`config.mk`:
```
export PLATFORM = sky130hd
export DESIGN_NAME = frame_header_crc_framer
export DESIGN_NICKNAME = d
export VERILOG_FILES = /design/src/rtl/core/fhcf_pkg.sv /design/src/rtl/core/frame_header_crc_framer.sv /design/src/rtl/core/fhcf_regs.sv /design/src/rtl/core/fhcf_core.sv
export SDC_FILE = /design/constraint.sdc
export NUM_CORES = 1
export LEC_CHECK = 0
export BUFFER_PORTS_ARGS = -buffer_cell sky130_fd_sc_hd__buf_2
export CAP_MARGIN = 20
export CORE_MARGIN = 3
export CORE_UTILIZATION = 35
export DETAILED_ROUTE_END_ITERATION = 8
export GPL_ROUTABILITY_DRIVEN = 0
export MAX_ROUTING_LAYER = met4
export SYNTH_ARGS = -nofsm -noshare
export SYNTH_HDL_FRONTEND = slang
export SYNTH_SLANG_ARGS = --single-unit
```
`constraint.sdc`:
```
create_clock -name aclk -period 7.6 [get_ports aclk]
set_input_delay 0.38 -clock aclk [delete_from_list [all_inputs] [get_ports aclk]]
set_output_delay 0.38 -clock aclk [all_outputs]
set_load 0.01 [all_outputs]
```
`src/rtl/core/fhcf_pkg.sv`:
```
// Shared types, constants and helper functions for the frame header CRC framer.
// Used by every module in rtl/core; depends on nothing else.
package fhcf_pkg;

    localparam int HEADER_BYTES   = 30;
    localparam int TRAILER_BYTES  = 4;
    localparam int FRAME_OVERHEAD = HEADER_BYTES + TRAILER_BYTES;
    localparam int IDX_W          = $clog2(HEADER_BYTES);
    localparam int HDR_W          = 8 * HEADER_BYTES;
    localparam int PADDR_W        = 5;
    localparam int PDATA_W        = 32;

    localparam logic [31:0] CRC_ONES    = 32'hFFFF_FFFF;
    localparam logic [31:0] CRC_POLY    = 32'hEDB8_8320;
    localparam logic [23:0] MAX_FRAME_RST = 24'd1048576;

    // Input word kinds; the fourth code is unused and dropped on entry.
    localparam logic [1:0] KIND_HEADER = 2'd0;
    localparam logic [1:0] KIND_CMD    = 2'd1;
    localparam logic [1:0] KIND_FINISH = 2'd2;
    localparam logic [1:0] KIND_UNUSED = 2'd3;

    localparam logic [1:0] STATUS_OK       = 2'd0;
    localparam logic [1:0] STATUS_TOO_LONG = 2'd1;
    localparam logic [1:0] STATUS_NO_FRAME = 2'd2;

    // Register indexes, at byte address 4*index.
    localparam logic [2:0] REG_VERSION   = 3'd0;
    localparam logic [2:0] REG_VP_WIDTH  = 3'd1;
    localparam logic [2:0] REG_VP_HEIGHT = 3'd2;
    localparam logic [2:0] REG_CV_WIDTH  = 3'd3;
    localparam logic [2:0] REG_CV_HEIGHT = 3'd4;
    localparam logic [2:0] REG_MAX_FRAME = 3'd5;

    typedef struct packed {
        logic [1:0]         kind;
        logic [7:0]         frame_flags;
        logic [31:0]        frame_number;
        logic signed [63:0] time_ms;
        logic signed [31:0] scroll_horiz;
        logic signed [31:0] scroll_vert;
        logic [7:0]         cmd_byte;
    } in_item_t;

    typedef struct packed {
        logic [7:0] out_byte;
        logic [1:0] status;
        logic       frame_end;
    } out_item_t;

    typedef struct packed {
        logic [7:0]  protocol_version;
        logic [15:0] viewport_width;
        logic [15:0] viewport_height;
        logic [15:0] canvas_width;
        logic [15:0] canvas_height;
        logic [23:0] max_frame_bytes;
    } cfg_t;

    // One byte of the reflected IEEE CRC-32, bit by bit.
    function automatic logic [31:0] crc_byte(input logic [31:0] crc, input logic [7:0] b);
        logic [31:0] c;
        c = crc ^ {24'd0, b};
        for (int k = 0; k < 8; k++) begin
            c = c[0] ? ((c >> 1) ^ CRC_POLY) : (c >> 1);
        end
        return c;
    endfunction

endpackage

```
`src/rtl/core/frame_header_crc_framer.sv`:
```
// Top level of the frame header CRC framer: register file plus framing core.
// Depends on fhcf_pkg, fhcf_regs and fhcf_core.
//
// The block assembles frames from a stream of input words. A header word opens a
// frame and expands into 30 header bytes; a command word passes one byte through;
// a finish word closes the frame with the four CRC-32 trailer bytes, least
// significant byte first. The CRC covers the header and the command bytes.
// Results leave on the m_ channel one byte per word, with a status and an
// end-of-frame flag; error results carry a zero byte and always end a frame.
//
// A result byte passes from acceptance through the input word register and then
// the output register. While the receiver does not stall, a command word is taken
// every cycle; a header word holds the byte sequencer for 30 bytes, a finish word
// for 4. The next word is taken in the same cycle as the last byte of the current
// one moves into the output register. When the receiver stalls, the output
// register holds its word and the sequencer waits; s_ready falls once the held
// input word cannot move on. Reset is synchronous and active low: no frame is open,
// the CRC is all ones and the registers return to their reset values (frame limit
// 1048576 bytes). The user must see that registers are written through the
// APB-style port only while the block is idle; the block does not enforce this.
module frame_header_crc_framer (
    input  logic                         aclk,
    input  logic                         aresetn,
    input  logic                         psel,
    input  logic                         penable,
    input  logic                         pwrite,
    input  logic [fhcf_pkg::PADDR_W-1:0] paddr,
    input  logic [fhcf_pkg::PDATA_W-1:0] pwdata,
    output logic [fhcf_pkg::PDATA_W-1:0] prdata,
    output logic                         pready,
    input  logic                         s_valid,
    output logic                         s_ready,
    input  fhcf_pkg::in_item_t           s_data,
    output logic                         m_valid,
    input  logic                         m_ready,
    output fhcf_pkg::out_item_t          m_data
);
    import fhcf_pkg::*;

    cfg_t cfg;

    fhcf_regs u_regs (
        .aclk    (aclk),
        .aresetn (aresetn),
        .psel    (psel),
        .penable (penable),
        .pwrite  (pwrite),
        .paddr   (paddr),
        .pwdata  (pwdata),
        .prdata  (prdata),
        .pready  (pready),
        .cfg     (cfg)
    );

    fhcf_core u_core (
        .aclk    (aclk),
        .aresetn (aresetn),
        .cfg     (cfg),
        .s_valid (s_valid),
        .s_ready (s_ready),
        .s_data  (s_data),
        .m_valid (m_valid),
        .m_ready (m_ready),
        .m_data  (m_data)
    );

    // Nothing is presented in the cycle after reset.
    a_reset_quiet: assert property (@(posedge aclk) !aresetn |=> !m_valid)
        else $error("result word valid straight after reset");

    // Every error result ends the frame.
    a_err_ends: assert property (@(posedge aclk) disable iff (!aresetn)
        m_valid && m_data.status != STATUS_OK |-> m_data.frame_end)
        else $error("error result without end of frame");

    // Error results carry a zero byte.
    a_err_zero: assert property (@(posedge aclk) disable iff (!aresetn)
        m_valid && m_data.status != STATUS_OK |-> m_data.out_byte == 8'd0)
        else $error("error result with a non-zero byte");

    // A stalled output keeps the sequencer from taking new input.
    a_stall_blocks: assert property (@(posedge aclk) disable iff (!aresetn)
        m_valid && !m_ready && $past(s_valid && s_ready) && $past(aresetn)
            && $past(s_data.kind) != KIND_UNUSED |-> !s_ready)
        else $error("input taken while a word is held behind a stall");

endmodule

```
`src/rtl/core/fhcf_regs.sv`:
```
// Configuration register file with an APB-style slave port.
// Depends on fhcf_pkg for the register indexes and the cfg_t bundle.
module fhcf_regs (
    input  logic                         aclk,
    input  logic                         aresetn,
    input  logic                         psel,
    input  logic                         penable,
    input  logic                         pwrite,
    input  logic [fhcf_pkg::PADDR_W-1:0] paddr,
    input  logic [fhcf_pkg::PDATA_W-1:0] pwdata,
    output logic [fhcf_pkg::PDATA_W-1:0] prdata,
    output logic                         pready,
    output fhcf_pkg::cfg_t               cfg
);
    import fhcf_pkg::*;

    cfg_t       cfg_reg;
    logic [2:0] reg_idx;
    logic       wr_en;

    assign reg_idx = paddr[4:2];
    assign wr_en   = psel && penable && pwrite;
    assign pready  = 1'b1;
    assign cfg     = cfg_reg;

    always_ff @(posedge aclk) begin
        if (!aresetn) begin
            cfg_reg.protocol_version <= '0;
            cfg_reg.viewport_width   <= '0;
            cfg_reg.viewport_height  <= '0;
            cfg_reg.canvas_width     <= '0;
            cfg_reg.canvas_height    <= '0;
            cfg_reg.max_frame_bytes  <= MAX_FRAME_RST;
        end else if (wr_en) begin
            unique case (reg_idx)
                REG_VERSION:   cfg_reg.protocol_version <= pwdata[7:0];
                REG_VP_WIDTH:  cfg_reg.viewport_width   <= pwdata[15:0];
                REG_VP_HEIGHT: cfg_reg.viewport_height  <= pwdata[15:0];
                REG_CV_WIDTH:  cfg_reg.canvas_width     <= pwdata[15:0];
                REG_CV_HEIGHT: cfg_reg.canvas_height    <= pwdata[15:0];
                REG_MAX_FRAME: cfg_reg.max_frame_bytes  <= pwdata[23:0];
                default: ;
            endcase
        end
    end

    always_comb begin
        unique case (reg_idx)
            REG_VERSION:   prdata = {24'd0, cfg_reg.protocol_version};
            REG_VP_WIDTH:  prdata = {16'd0, cfg_reg.viewport_width};
            REG_VP_HEIGHT: prdata = {16'd0, cfg_reg.viewport_height};
            REG_CV_WIDTH:  prdata = {16'd0, cfg_reg.canvas_width};
            REG_CV_HEIGHT: prdata = {16'd0, cfg_reg.canvas_height};
            REG_MAX_FRAME: prdata = {8'd0, cfg_reg.max_frame_bytes};
            default:       prdata = '0;
        endcase
    end

endmodule

```
`src/rtl/core/fhcf_core.sv`:
```
// Word register, byte sequencer, frame state and output register of the framer.
// Depends on fhcf_pkg for the word types, codes and the CRC step.
module fhcf_core (
    input  logic                aclk,
    input  logic                aresetn,
    input  fhcf_pkg::cfg_t      cfg,
    input  logic                s_valid,
    output logic                s_ready,
    input  fhcf_pkg::in_item_t  s_data,
    output logic                m_valid,
    input  logic                m_ready,
    output fhcf_pkg::out_item_t m_data
);
    import fhcf_pkg::*;

    in_item_t         item_reg;
    logic             item_valid_reg, item_valid_next;
    logic [IDX_W-1:0] idx_reg, idx_next;
    logic             open_reg, open_next;
    logic [31:0]      crc_reg, crc_next;
    logic [23:0]      count_reg, count_next;
    logic             m_valid_reg, m_valid_next;
    out_item_t        m_data_reg, m_data_next;

    logic             emit_go;
    logic             last;
    logic             accept;
    logic [HDR_W-1:0] hdr;
    logic [7:0]       hdr_byte;
    logic [31:0]      crc_fin;
    logic             limit_ok;
    logic             cmd_over;

    // Header image, byte 0 in the least significant position.
    assign hdr = {cfg.canvas_height, cfg.canvas_width, cfg.viewport_height,
                  cfg.viewport_width, item_reg.scroll_vert, item_reg.scroll_horiz,
                  item_reg.time_ms, item_reg.frame_number, item_reg.frame_flags,
                  cfg.protocol_version};
    assign hdr_byte = hdr[{idx_reg, 3'b000} +: 8];
    assign crc_fin  = ~crc_reg;
    assign limit_ok = cfg.max_frame_bytes >= 24'(FRAME_OVERHEAD);
    assign cmd_over = ({1'b0, count_reg} + 25'(FRAME_OVERHEAD + 1)) > {1'b0, cfg.max_frame_bytes};

    assign emit_go = item_valid_reg && (!m_valid_reg || m_ready);
    assign s_ready = !item_valid_reg || (emit_go && last);
    assign accept  = s_valid && s_ready;

    always_comb begin
        last        = 1'b1;
        open_next   = open_reg;
        crc_next    = crc_reg;
        count_next  = count_reg;
        m_data_next = '{out_byte: 8'd0, status: STATUS_OK, frame_end: 1'b1};
        unique case (item_reg.kind)
            KIND_HEADER: begin
                if (!limit_ok) begin
                    m_data_next.status = STATUS_TOO_LONG;
                    open_next          = 1'b0;
                end else begin
                    last                  = idx_reg == IDX_W'(HEADER_BYTES - 1);
                    m_data_next.out_byte  = hdr_byte;
                    m_data_next.frame_end = 1'b0;
                    crc_next = crc_byte((idx_reg == '0) ? CRC_ONES : crc_reg, hdr_byte);
                    if (last) begin
                        open_next  = 1'b1;
                        count_next = '0;
                    end
                end
            end
            KIND_CMD: begin
                if (!open_reg) begin
                    m_data_next.status = STATUS_NO_FRAME;
                end else if (cmd_over) begin
                    m_data_next.status = STATUS_TOO_LONG;
                    open_next          = 1'b0;
                end else begin
                    m_data_next.out_byte  = item_reg.cmd_byte;
                    m_data_next.frame_end = 1'b0;
                    crc_next   = crc_byte(crc_reg, item_reg.cmd_byte);
                    count_next = count_reg + 24'd1;
                end
            end
            KIND_FINISH: begin
                if (!open_reg) begin
                    m_data_next.status = STATUS_NO_FRAME;
                end else begin
                    last                  = idx_reg == IDX_W'(TRAILER_BYTES - 1);
                    m_data_next.out_byte  = crc_fin[{idx_reg[1:0], 3'b000} +: 8];
                    m_data_next.frame_end = last;
                    if (last) begin
                        open_next = 1'b0;
                    end
                end
            end
            default: ;
        endcase
    end

    always_comb begin
        item_valid_next = item_valid_reg;
        idx_next        = idx_reg;
        if (accept) begin
            // The unused kind code produces nothing, so it is never held.
            item_valid_next = s_data.kind != KIND_UNUSED;
            idx_next        = '0;
        end else if (emit_go && last) begin
            item_valid_next = 1'b0;
        end else if (emit_go) begin
            idx_next = idx_reg + IDX_W'(1);
        end
        m_valid_next = m_valid_reg;
        if (emit_go) begin
            m_valid_next = 1'b1;
        end else if (m_ready) begin
            m_valid_next = 1'b0;
        end
    end

    always_ff @(posedge aclk) begin
        if (!aresetn) begin
            item_valid_reg <= 1'b0;
            idx_reg        <= '0;
            open_reg       <= 1'b0;
            crc_reg        <= CRC_ONES;
            count_reg      <= '0;
            m_valid_reg    <= 1'b0;
        end else begin
            item_valid_reg <= item_valid_next;
            idx_reg        <= idx_next;
            m_valid_reg    <= m_valid_next;
            if (emit_go) begin
                open_reg  <= open_next;
                crc_reg   <= crc_next;
                count_reg <= count_next;
            end
        end
    end

    always_ff @(posedge aclk) begin
        if (accept) begin
            item_reg <= s_data;
        end
        if (emit_go) begin
            m_data_reg <= m_data_next;
        end
    end

    assign m_valid = m_valid_reg;
    assign m_data  = m_data_reg;

endmodule

```
======== Word level (Yosys, flattened, before mapping) ========
Cells that the tools add are included.
cells by class
  add/subtract/negate cells ............... 3
  order comparisons ....................... 2
  equality and inequality tests ........... 15
  shift operators ......................... 2
  multiplexer cells ....................... 53
  bitwise operators ....................... 21
  reductions and logical operators ........ 27
operators by type and width
  cell                                                   count
  2-to-1 mux 32 bit                                      20
  variable part select 240 x 9 -> 8 bit                  1
  inverter 13 -> 14 bit                                  16
  case mux 24 bit (6 select lines)                       1
  2-to-1 mux 24 bit                                      4
  case mux 32 bit (2 select lines)                       1
  bitwise XOR 32 x 8 -> 32 bit                           2
  case mux 24 bit (2 select lines)                       1
  case mux 11 bit (3 select lines)                       1
  2-to-1 mux 8 bit                                       4
  inverter 32 bit                                        1
  variable part select 32 x 6 -> 8 bit                   1
  adder 24 x 6 -> 25 bit (second input constant)         1
  > comparator 25 x 24 -> 1 bit                          1
  adder 24 x 1 -> 24 bit (second input constant)         1
  >= comparator 24 x 6 -> 1 bit (second input constant)  1
  2-to-1 mux 1 bit                                       17
  AND reduction 2 bit                                    7
  == test 3 x 2 -> 1 bit (second input constant)         2
  == test 3 bit (second input constant)                  2
  != test 2 x 1 -> 1 bit (second input constant)         3
  AND reduction 6 bit                                    1
  nonzero test 2 bit                                     3
  adder 5 x 1 -> 5 bit (second input constant)           1
  21 further kinds                                       30
word-level totals
  register bits ........................... 349
  output and inout port bits .............. 46

======== Depth between registers and ports, before layout ========
Gate-level depths: netlist of run 1.
  depth after elaboration ................. 21
  gate-level depth with buffers ........... 21
  depth with buffers taken out ............ 18

======== Cells and area by module ========
A second synthesis of run 1 with hierarchy kept.
second synthesis, totals
  cell total of the unflattened synthesis .. 1,628
  area, all modules ....................... 18,347.6 µm²
modules (own cells, without submodules)
  module     times used  cells each  area an instance (µm²)  seq. area each (µm²)
  fhcf_core  1           1,172       13,847.0                6,956.7
  fhcf_regs  1           456         4,500.6                 1,921.8

======== Worst setup path before layout of run 1 ========
OpenSTA, ideal clock, no wires.
  kind .................................... register to register
  from .................................... reg u_core.idx_reg[1]
  to ...................................... reg u_core.idx_reg[0]
  setup time .............................. 0.121 ns
  data arrival time ....................... 7.028 ns
  data required time ...................... 7.479 ns
  path slack .............................. 0.451 ns
  cell stages (with the launch flop) ...... 16
  path buffers ............................ 5
  clock period less this slack ............ 7.149 ns
  cells stage by stage .................... dfxtp_1 > buf_6 > buf_12 > buf_8 > buf_6 > clkbuf_1 > inv_1 > ha_1 > nand2_1 > o21ai_1 > o21ai_0 > and3_1 > o21ai_0 > and2_1 > nand2b_1 > nor2_1
on the way
  word-level cells in the longest chain between the ends .. 7
ends and longest elaborated chain
  what                                                            RTL line                          RTL
  from (decl)                                                     fhcf_core.sv:18                   logic [IDX_W-1:0] idx_reg, idx_next;
  from (signal assigned)                                          fhcf_core.sv:129                  idx_reg <= idx_next;
  == test 5 x 2 -> 1 bit / == test 5 bit (equally long branches)  fhcf_core.sv:87, fhcf_core.sv:60
  2-to-1 mux 1 bit (on tied branches)                             fhcf_core.sv:84, fhcf_core.sv:56
  case mux 1 bit (2 select lines) *                               fhcf_core.sv:54                   unique case (item_reg.kind)
  logical AND 1 bit *                                             fhcf_core.sv:45                   assign s_ready = !item_valid_reg || (emit_go && last);
  logical OR 1 bit *                                              fhcf_core.sv:45
  net s_ready                                                     frame_header_crc_framer.sv:32     output logic s_ready,
  logical AND 1 bit *                                             fhcf_core.sv:46                   assign accept = s_valid && s_ready;
  net u_core.accept                                               fhcf_core.sv:27                   logic accept;
  OR reduction 2 bit (no line) *                                  -
The timed path passes the listed nets; every way through them passes the cells marked *.
A chain may end at the register's enable or synchronous reset.

======== Worst setup path after layout of run 1 ========
  from .................................... reg u_core.count_reg[0]
  to ...................................... reg u_core.crc_reg[10]
on the way
  word-level cells in the longest chain between the ends .. 4
ends and longest elaborated chain
  what                           RTL line          RTL
  from (decl)                    fhcf_core.sv:21   logic [23:0] count_reg, count_next;
  from (signal assigned)         fhcf_core.sv:134  count_reg <= count_next;
  adder 24 x 6 -> 25 bit         fhcf_core.sv:42   assign cmd_over = ({1'b0, count_reg} + 25'(FRAME_OVERHEAD + 1)) > {1'b0, cfg.max_frame_bytes};
  > comparator 25 x 24 -> 1 bit  fhcf_core.sv:42
  != test 2 bit (no line)        -
  AND reduction 5 bit (no line)  -
  to (signal assigned)           fhcf_core.sv:133  crc_reg <= crc_next;
  to (decl)                      fhcf_core.sv:20   logic [31:0] crc_reg, crc_next;
No other way between the ends.

==> results of run 1 <==
## cell families (layout without fill, tap and decap cells)
logic type / Yosys count / after routing / synth area share, %
flip-flops: 349 / 349 / 48.4
multiplexers: 132 / 132 / 10.8
AO/OA/AOI/OAI: 324 / 324 / 11.3
buffers and inverters: 157 / 554 / 4.44
other: 2 / 16 / 0.0409
adder cells (fa/ha/maj): 34 / 34 / 2.32
AND/OR/NAND/NOR: 528 / 528 / 13.0
XOR/XNOR: 163 / 163 / 9.83
## metal layers
layer  track usage (%)  share of wire (%)
met3              3.94                6.4
met5                 -                  0
met4              6.64                3.2
met2              34.1                 48
met1              27.1                 42
## worst max path at each step
stage,startpoint,end,slack [ns],depth (start not counted)
global route,u_core.count_reg[0],u_core.crc_reg[10],2.18,17
detailed placement,u_core.count_reg[0],u_core.crc_reg[10],2.64,17
CTS,u_core.count_reg[0],u_core.crc_reg[10],2.60,17
global placement,u_core.count_reg[0],u_core.crc_reg[0],2.73,17
finish,u_core.count_reg[0],u_core.crc_reg[10],2.55,17
floorplan,u_core.idx_reg[1],u_core.idx_reg[0],0.45,15
## where the power goes
group          switching, mW  internal (mW)  total [mW]
combinational          0.289          0.259       0.548
clock                  0.797           1.07        1.87
sequential            0.0428           2.08        2.12
## cells in the mapped netlist (12+ instances only)
library cell	count	area, µm²
nand2_1	274	1030
edfxtp_1	189	5680
dfxtp_1	160	3200
a21oi_1	155	776
xnor2_1	92	806
nor2_1	87	327
clkbuf_1	74	278
mux2i_1	72	721
mux4_2	49	1100
xor2_1	46	403
nand3_1	43	215
inv_1	39	146
o21ai_0	35	175
ha_1	34	425
nand4_1	26	163
o211ai_1	24	180
and3_1	18	113
nor2b_1	15	93.8
o22ai_1	13	81.3
buf_4	12	90.1
or3_1	12	75.1
## timing repair
item,4_1_cts,5_1_grt
endpoints found under the hold margin,172,0
gates resized for setup,0,0
hold buffers,172,0
## per-stage QoR
| stage | power, mW | instances |
|---|---|---|
| finish | 4.54 | 2780 |
| global route | 4.70 | 2778 |
| CTS | 4.57 | 2772 |
| detailed placement | 2.63 | 2531 |
| global placement | 2.62 | 2529 |
| floorplan | 2.47 | 1696 |
## final cells by class
class | instances | area share (%)
inverters | 44 | 0.717
clock inverters | 21 | 0.620
well taps | 680 | 3.70
diodes | 7 | 0.0761
clock buffers | 48 | 4.80
repair buffers | 441 | 13.7
multi-input cells | 1190 | 37.8
flip-flops and latches | 349 | 38.6
## worst reg2reg max path, cell delays in order, from the launching register on
cell and delay [ns]:
dfxtp_1 0.44, inv_1 0.12, ha_1 0.25, o21bai_1 0.27, and2_1 0.33, nand4_1 0.19, xnor2_1 0.21, ha_1 0.27
a21o_1 0.16, a21o_1 0.17, a211o_1 0.29, o2111ai_1 0.10, a32oi_1 0.22, o41ai_2 0.39, nand2_1 0.48, buf_4 0.42
a2111oi_0 0.41, o21ai_0 0.17
## cells in the final DEF (no fill, tap or decap), drive strengths merged, types with 51 or more instances in the layout
master and instances:
a21oi 156, buf 269, dfxtp 160, dlygate4sd3 172, edfxtp 189, mux2i 72, mux4 51, nand2 274
nor2 87, xnor2 100, xor2 52
==> results.cfg, run 1 <==
[clock_tree]
cts_buffer_depth = 3
clk_latency_ns = 0.56
cts_setup_buffers = 0
cts.clk_slew.worst_paths_ns = 0.06
tritoncts = built
cts_buffers = 40
cts-root-buf = clkbuf_16
cts_num_sinks = 349
htree_levels = 2

[grt]
grt_overflow = 0
grt_pass1_wl_mm = 88.7
grt_max_degree = 126
grt_antenna_before_repair = 8
first_global_vias = 14600
grt_util_all_layers_pct = 21.2

[logic_synthesis]
syn_inst = 1689
yosysSeqAreaShare_pct = 48.4
synth_ff_type = edfxtp_1
synth_edf_count = 189
synth_area_per_cell_um2 = 10.9
synth_cell_types = 89
ys_seq_elements = 349
yosys_warnings = 0
mappedNetlistArea_um2 = 18400
synthArstFlopShare_pct = 0

[die]
dieArea_um2 = 55200
start_util_pct = 35.6
pin_count = 268
core_area_um2 = 51600
die_x_um = 235
chipHeight_um = 235
rows = 83

[worst_setup_path]
crit_path_end_kind = register
cp_slowest_cell = nand2_1
arrival_ns = 5.45
ff2ff_setup_slack_ns = 2.55
reg2reg_from = u_core.count_reg[0]
start_kind = register
required_ns = 8.00
r2r_cells = 17
cp_top_family = compound AO/OA/AOI/OAI gates
crit_buf_inv = 2
r2r_end = u_core.crc_reg[10]
path_cells = inv_1 > ha_1 > o21bai_1 > and2_1 > nand4_1 > xnor2_1 > ha_1 > a21o_1 > a21o_1 > a211o_1 > o2111ai_1 > a32oi_1 > o41ai_2 > nand2_1 > buf_4 > a2111oi_0 > o21ai_0
cp_slowest_stage_delay_ns = 0.48
path_class = register to register
crit_fanout = 21

[sta]
finalHoldViolCount = 0
finalSetupViolCount = 0
holdWs_ns = 0.0256
skew_ns = 0.0217
slew_violations = 0
finalSetupTns_ns = 0
period_needed_ns = 5.05
worstMarginPinSlew_ns = 1.07
finalCritPeriodShare_pct = 66.4
rsz0062_at_grt = false
max_freq_mhz = 198
relSlewSlack_pct = 28.5
layout_setup_ws_ns = 2.55

[drt]
drc_errors = 0
avgRoutedWirePerCell_um = 20.9
vias = 14600
routed_wl_mm = 58.2
viasPerCell = 5.26
drt_pass1_iterations = 7
drt_iter0_markers = 1213
drtAntennaViolNets = 0

[cells_and_area]
drive_gt1_share_pct = 20.4
area_delta_synth_final_pct = 25.4
fin_nets = 2322
stdcell_area_um2 = 23000
final-seq-area_um2 = 8890
final_core_util_pct = 44.6
nFillCells = 4713
largest_register_ffs = 168
multi_input_area_um2 = 8700

[placement]
place_area_um2 = 20000
dpl_worst_slack_ns = 2.64
dp_hpwl_mm = 39.8
port_buffers = 248

[hold_path]
whs_path_depth = 1
hp-class = input pin to register
whs_endpoint = u_core.item_reg[177]
min_from = s_data[177]

[outcome]
outcome = complete, no violations

[power_and_ir_drop]
power.density_nw_per_um2 = 197
peakVddDrop_mv = 0.185
leakagePower_nw = 8.49

[flow_run]
drv_cap = 0
Power figures use the tool's default switching activity.
==> run 2, diff against run 1 <==
ABC_AREA = 1   (was default)
clock period = 4.1 ns   (was 7.6 ns; I/O delays follow)
==> run 2 against run 1 <==
  * Worst setup slack worse by 2.2 ns
  * Core utilization is 1.1 points higher
  * Sequential share of layout area decreased by 2.8 points
  * Combinational power grew 130%
  * Clock skew rose by 0.0027 ns
  * Total power up 100%
  * Count of clock-buffer cells in the layout is 4 lower
  * Fmax increased by 34%
  * Global-route usage is 2.2 points higher
==> results.cfg, run 2 <==
[sta]
relSlewSlack_pct = 22.6
worstMarginPinSlew_ns = 1.15
holdWs_ns = 0.255
skew_ns = 0.0243
finalHoldViolCount = 0
slew_violations = 0
finalCritPeriodShare_pct = 92.2
finalSetupViolCount = 0
finalSetupTns_ns = 0
rsz0062_at_grt = false
max_freq_mhz = 265
period_needed_ns = 3.78
layout_setup_ws_ns = 0.321

[die]
pin_count = 268
rows = 85
core_area_um2 = 54200
dieArea_um2 = 58200
die_x_um = 241
chipHeight_um = 241
start_util_pct = 35.7

[cells_and_area]
area_delta_synth_final_pct = 28.1
fin_nets = 3124
final_common_cell = nand2_1
stdcell_area_um2 = 24800
multi_input_area_um2 = 8790
drive_gt1_share_pct = 15.7
final_core_util_pct = 45.7
final-seq-area_um2 = 8890
largest_register_ffs = 168
mostFrequentLayoutCells = nand2_1, inv_1, buf_2
nFillCells = 5202
final_cell_count_no_fill = 3596

[drt]
drc_errors = 0
drt_iter0_markers = 1732
routed_wl_mm = 67.0
vias = 18500
drtAntennaViolNets = 0
viasPerCell = 5.14
avgRoutedWirePerCell_um = 18.6
drt_pass1_iterations = 6

[flow_run]
drv_cap = 0

[power_and_ir_drop]
finalPower_mw = 9.10
power.density_nw_per_um2 = 367
peakVddDrop_mv = 0.369
leakagePower_nw = 10.5

[clock_tree]
cts_buffers = 40
htree_levels = 2
cts_setup_buffers = 0
cts.clk_slew.worst_paths_ns = 0.06
cts_num_sinks = 349
cts_buffer_depth = 3
clk_latency_ns = 0.58
cts-root-buf = clkbuf_16
tritoncts = built

[logic_synthesis]
yosysMostFrequentCell = nand2_1
synth_area_leaders = edfxtp_1, dfxtp_1, nand2_1
synth_area_per_cell_um2 = 7.91
synthTopCellsByCount = nand2_1, inv_1, nor2_1
ys_seq_elements = 349
syn_inst = 2449
synth_top_area_share_pct = 29.3
synth_edf_count = 189
synth_cell_types = 57
mappedNetlistArea_um2 = 19400
synthArstFlopShare_pct = 0
yosys_warnings = 0
synth_ff_type = edfxtp_1
synth_top_cell_by_area = edfxtp_1
yosysSeqAreaShare_pct = 45.8

[worst_setup_path]
cp_slowest_cell = dfxtp_2
start_kind = register
path_class = register to register
cp_slowest_stage_delay_ns = 0.40
arrival_ns = 4.29
crit_fanout = 39
crit_path_end_kind = register
cpMostUsedCell = inv_1
path_cells = inv_1 > ha_1 > nor2_2 > a21oi_2 > nor3_4 > nand3_2 > nor2_2 > nand2_2 > nor2_4 > xnor2_1 > inv_1 > ha_1 > nand2_1 > inv_1 > nand4_1 > nor3_2 > nand4_2 > nand3_4 > nand3_4 > inv_2 > buf_12 > a21oi_1 > o21ai_1
required_ns = 4.61

[grt]
grt_util_all_layers_pct = 23.4
first_global_vias = 18200
grt_overflow = 0
grt_pass1_wl_mm = 103
grt_antenna_before_repair = 1
grt_max_degree = 110

[placement]
dpl_worst_slack_ns = 0.166
dp_hpwl_mm = 45.2
port_buffers = 248
place_area_um2 = 21300
placedCellCount = 3318

[hold_path]
hp-class = input pin to register

[outcome]
outcome = complete, no violations
-- run 2: logic make-up after synthesis --
| kind of cell | count (synthesis) | synth area share (%) |
|---|---|---|
| AOI/OAI and AO/OA | 502 | 14.0 |
| and+or+nand+nor | 1023 | 22.6 |
| DFF | 349 | 45.8 |
| xor gates and xnor gates | 131 | 6.25 |
| other | 2 | 0.0388 |
| buffers and inverters | 408 | 9.04 |
| adders and majority gates | 34 | 2.20 |
-- run 2: repair_timing --
| item | in CTS | in global routing |
|---|---|---|
| setup endpoints to repair | 0 | 65 |
| endpoints found under the hold margin | 261 | 0 |
| resized for setup | 0 | 2 |
| hold buffers | 204 | 0 |
-- run 2: path summary, 6_finish.rpt --
kind                             from           endpoint  slack [ns]  depth (start not counted)
setup / recovery  u_core.count_reg[0]  u_core.crc_reg[8]        0.32                         23
hold / removal               paddr[3]     u_regs.cfg[20]        0.25                          5
setup reg to reg  u_core.count_reg[0]  u_core.crc_reg[8]        0.32                         23
hold reg to reg        u_regs.cfg[80]     u_regs.cfg[80]        0.47                          2
-- run 2: power breakdown --
group	internal (mW)	total [mW]	switching, mW
clock network	2.29	3.88	1.59
logic	0.514	1.28	0.764
registers	3.87	3.94	0.0692
-- run 2: metal layers --
metal	global-route usage, %	vias up	wire, µm
li1	-	8911	-
met1	28.9	8607	27500
met2	37.8	817	31300
met3	3.81	158	4940
met4	10.5	0	3260
met5	-	-	0
-- run 2: area by class of cell --
type | count | area share, %
Inverter | 281 | 4.30
Tap cell | 696 | 3.51
Antenna cell | 1 | 0.0101
Clock buffer | 44 | 4.18
Multi-Input combinational cell | 1699 | 35.4
Timing Repair Buffer | 497 | 15.2
Sequential cell | 349 | 35.8
Clock inverter | 29 | 1.53
-- run 2: worst max-delay path: cells and delay by family (launching register included) --
family | cells | cell delay, ns
AND/OR/NAND/NOR | 12 | 1.70
AO/OA/AOI/OAI | 3 | 0.33
XOR/XNOR | 1 | 0.12
buffers and inverters | 5 | 0.58
flip-flops | 1 | 0.40
adder cells (fa/ha/maj) | 2 | 0.54
==> run 3, diff against run 2 <==
MAX_ROUTING_LAYER = default   (was met4)
==> run 3 against run 2 <==
  * Count of clock-buffer cells in the layout is the same
  * Register-to-register slack gained 0.02 ns
  * Die area is the same
  * Clock power barely moved
  * Sequential cell count stayed put
  * Highest routed layer unchanged
  * Routed wire length about the same
  * Design area did not move
  * First-iteration DRC count shrank 6.2%
==> results.cfg, run 3 (synthesis gave the netlist of run 2 again) <==
[outcome]
outcome = complete, no violations

[cells_and_area]
area_delta_synth_final_pct = 28.1
fin_nets = 3124
drive_gt1_share_pct = 15.7
largest_register_ffs = 168
final_common_cell = nand2_1
final_cell_count_no_fill = 3596
mostFrequentLayoutCells = nand2_1, inv_1, buf_2
stdcell_area_um2 = 24800

[sta]
slew_violations = 0
finalSetupViolCount = 0
layout_setup_ws_ns = 0.340
relSlewSlack_pct = 20.5
worstMarginPinSlew_ns = 1.18
finalHoldViolCount = 0
finalCritPeriodShare_pct = 91.7
max_freq_mhz = 266
rsz0062_at_grt = false
period_needed_ns = 3.76
skew_ns = 0.0234

[clock_tree]
tritoncts = built
cts_buffer_depth = 3
cts_setup_buffers = 0
clk_latency_ns = 0.58
htree_levels = 2
cts-root-buf = clkbuf_16
cts.clk_slew.worst_paths_ns = 0.06
cts_num_sinks = 349
cts_buffers = 40

[placement]
placedCellCount = 3318
port_buffers = 248
place_area_um2 = 21300
dpl_worst_slack_ns = 0.166
dp_hpwl_mm = 45.2

[flow_run]
drv_cap = 0

[die]
core_area_um2 = 54200
dieArea_um2 = 58200
start_util_pct = 35.7
pin_count = 268
die_x_um = 241
rows = 85
chipHeight_um = 241

[worst_setup_path]
required_ns = 4.60
cpMostUsedCell = inv_1
crit_path_end_kind = register
cp_slowest_cell = dfxtp_2
path_class = register to register
cp_slowest_stage_delay_ns = 0.39
path_cells = inv_1 > ha_1 > nor2_2 > a21oi_2 > nor3_4 > nand3_2 > nor2_2 > nand2_2 > nor2_4 > xnor2_1 > inv_1 > ha_1 > nand2_1 > inv_1 > nand4_1 > nor3_2 > nand4_2 > nand3_4 > nand3_4 > inv_2 > buf_12 > a21oi_1 > o21ai_1
arrival_ns = 4.26
crit_fanout = 39
start_kind = register

[drt]
viasPerCell = 5.13
vias = 18500
routed_wl_mm = 67.0
drt_pass1_iterations = 5
drtAntennaViolNets = 0
avgRoutedWirePerCell_um = 18.6
drc_errors = 0
drt_iter0_markers = 1625

[grt]
grt_pass1_wl_mm = 103
grt_overflow = 0
first_global_vias = 18300
grt_max_degree = 110
grt_util_all_layers_pct = 22.7
grt_antenna_before_repair = 1

[power_and_ir_drop]
leakagePower_nw = 10.5
power.density_nw_per_um2 = 367
peakVddDrop_mv = 0.368
finalPower_mw = 9.10

[hold_path]
hp-class = input pin to register
## run 3: what timing repair did
action	in CTS	in global routing
gates resized for setup	0	2
endpoints found under the hold margin	261	0
setup endpoints to repair	0	65
hold buffers	204	0
## run 3: worst max-delay path, delay by kind of cell, from the launching register on
family | cells | cell delay (ns)
and+or+nand+nor | 12 | 1.69
adders and majority gates | 2 | 0.55
DFF | 1 | 0.39
AOI/OAI and AO/OA | 3 | 0.33
buffers and inverters | 5 | 0.58
xor gates and xnor gates | 1 | 0.12
## run 3: final timing paths
path              cells after the start  slack [ns]           startpoint                  to
setup reg to reg                     23        0.34  u_core.count_reg[0]  u_core.crc_reg[11]
hold reg to reg                       2        0.47       u_regs.cfg[80]      u_regs.cfg[80]
setup / recovery                     23        0.34  u_core.count_reg[0]  u_core.crc_reg[11]
hold / removal                        5        0.26             paddr[3]      u_regs.cfg[20]
## run 3: layer usage
layer | global-route usage (%) | wire length (µm)
met2 | 37.7 | 31000
met1 | 28.5 | 27900
met3 | 4.28 | 4690
met5 | 0 | 0
met4 | 10.8 | 3340
## run 3: final cells by class
type,instances,area [µm²]
clock buffers,44,1040
diodes,1,2.50
repair buffers,497,3770
fillers,5202,29400
flip-flops and latches,349,8890
well taps,696,871
inverters,281,1070
multi-input cells,1699,8790
clock inverters,29,379
## run 3: report_power, final
| part | internal (mW) | switching, mW | leakage [nW] |
|---|---|---|---|
| Combinational | 0.514 | 0.765 | 6.75 |
| Clock | 2.29 | 1.59 | 0.681 |
| Sequential | 3.87 | 0.0691 | 3.11 |
| Total | 6.68 | 2.42 | 10.5 |
## run 3: through the flow
step | util [%] | TNS, ns | hold slack [ns]
detailed placement | 39.3 | 0 | 0.383
finish | 45.7 | 0 | 0.260
global placement | 39.3 | 0 | 0.381
global route | 45.7 | 0 | 0.274
floorplan | - | -59.27 | 0.304
CTS | 45.7 | 0 | 0.233
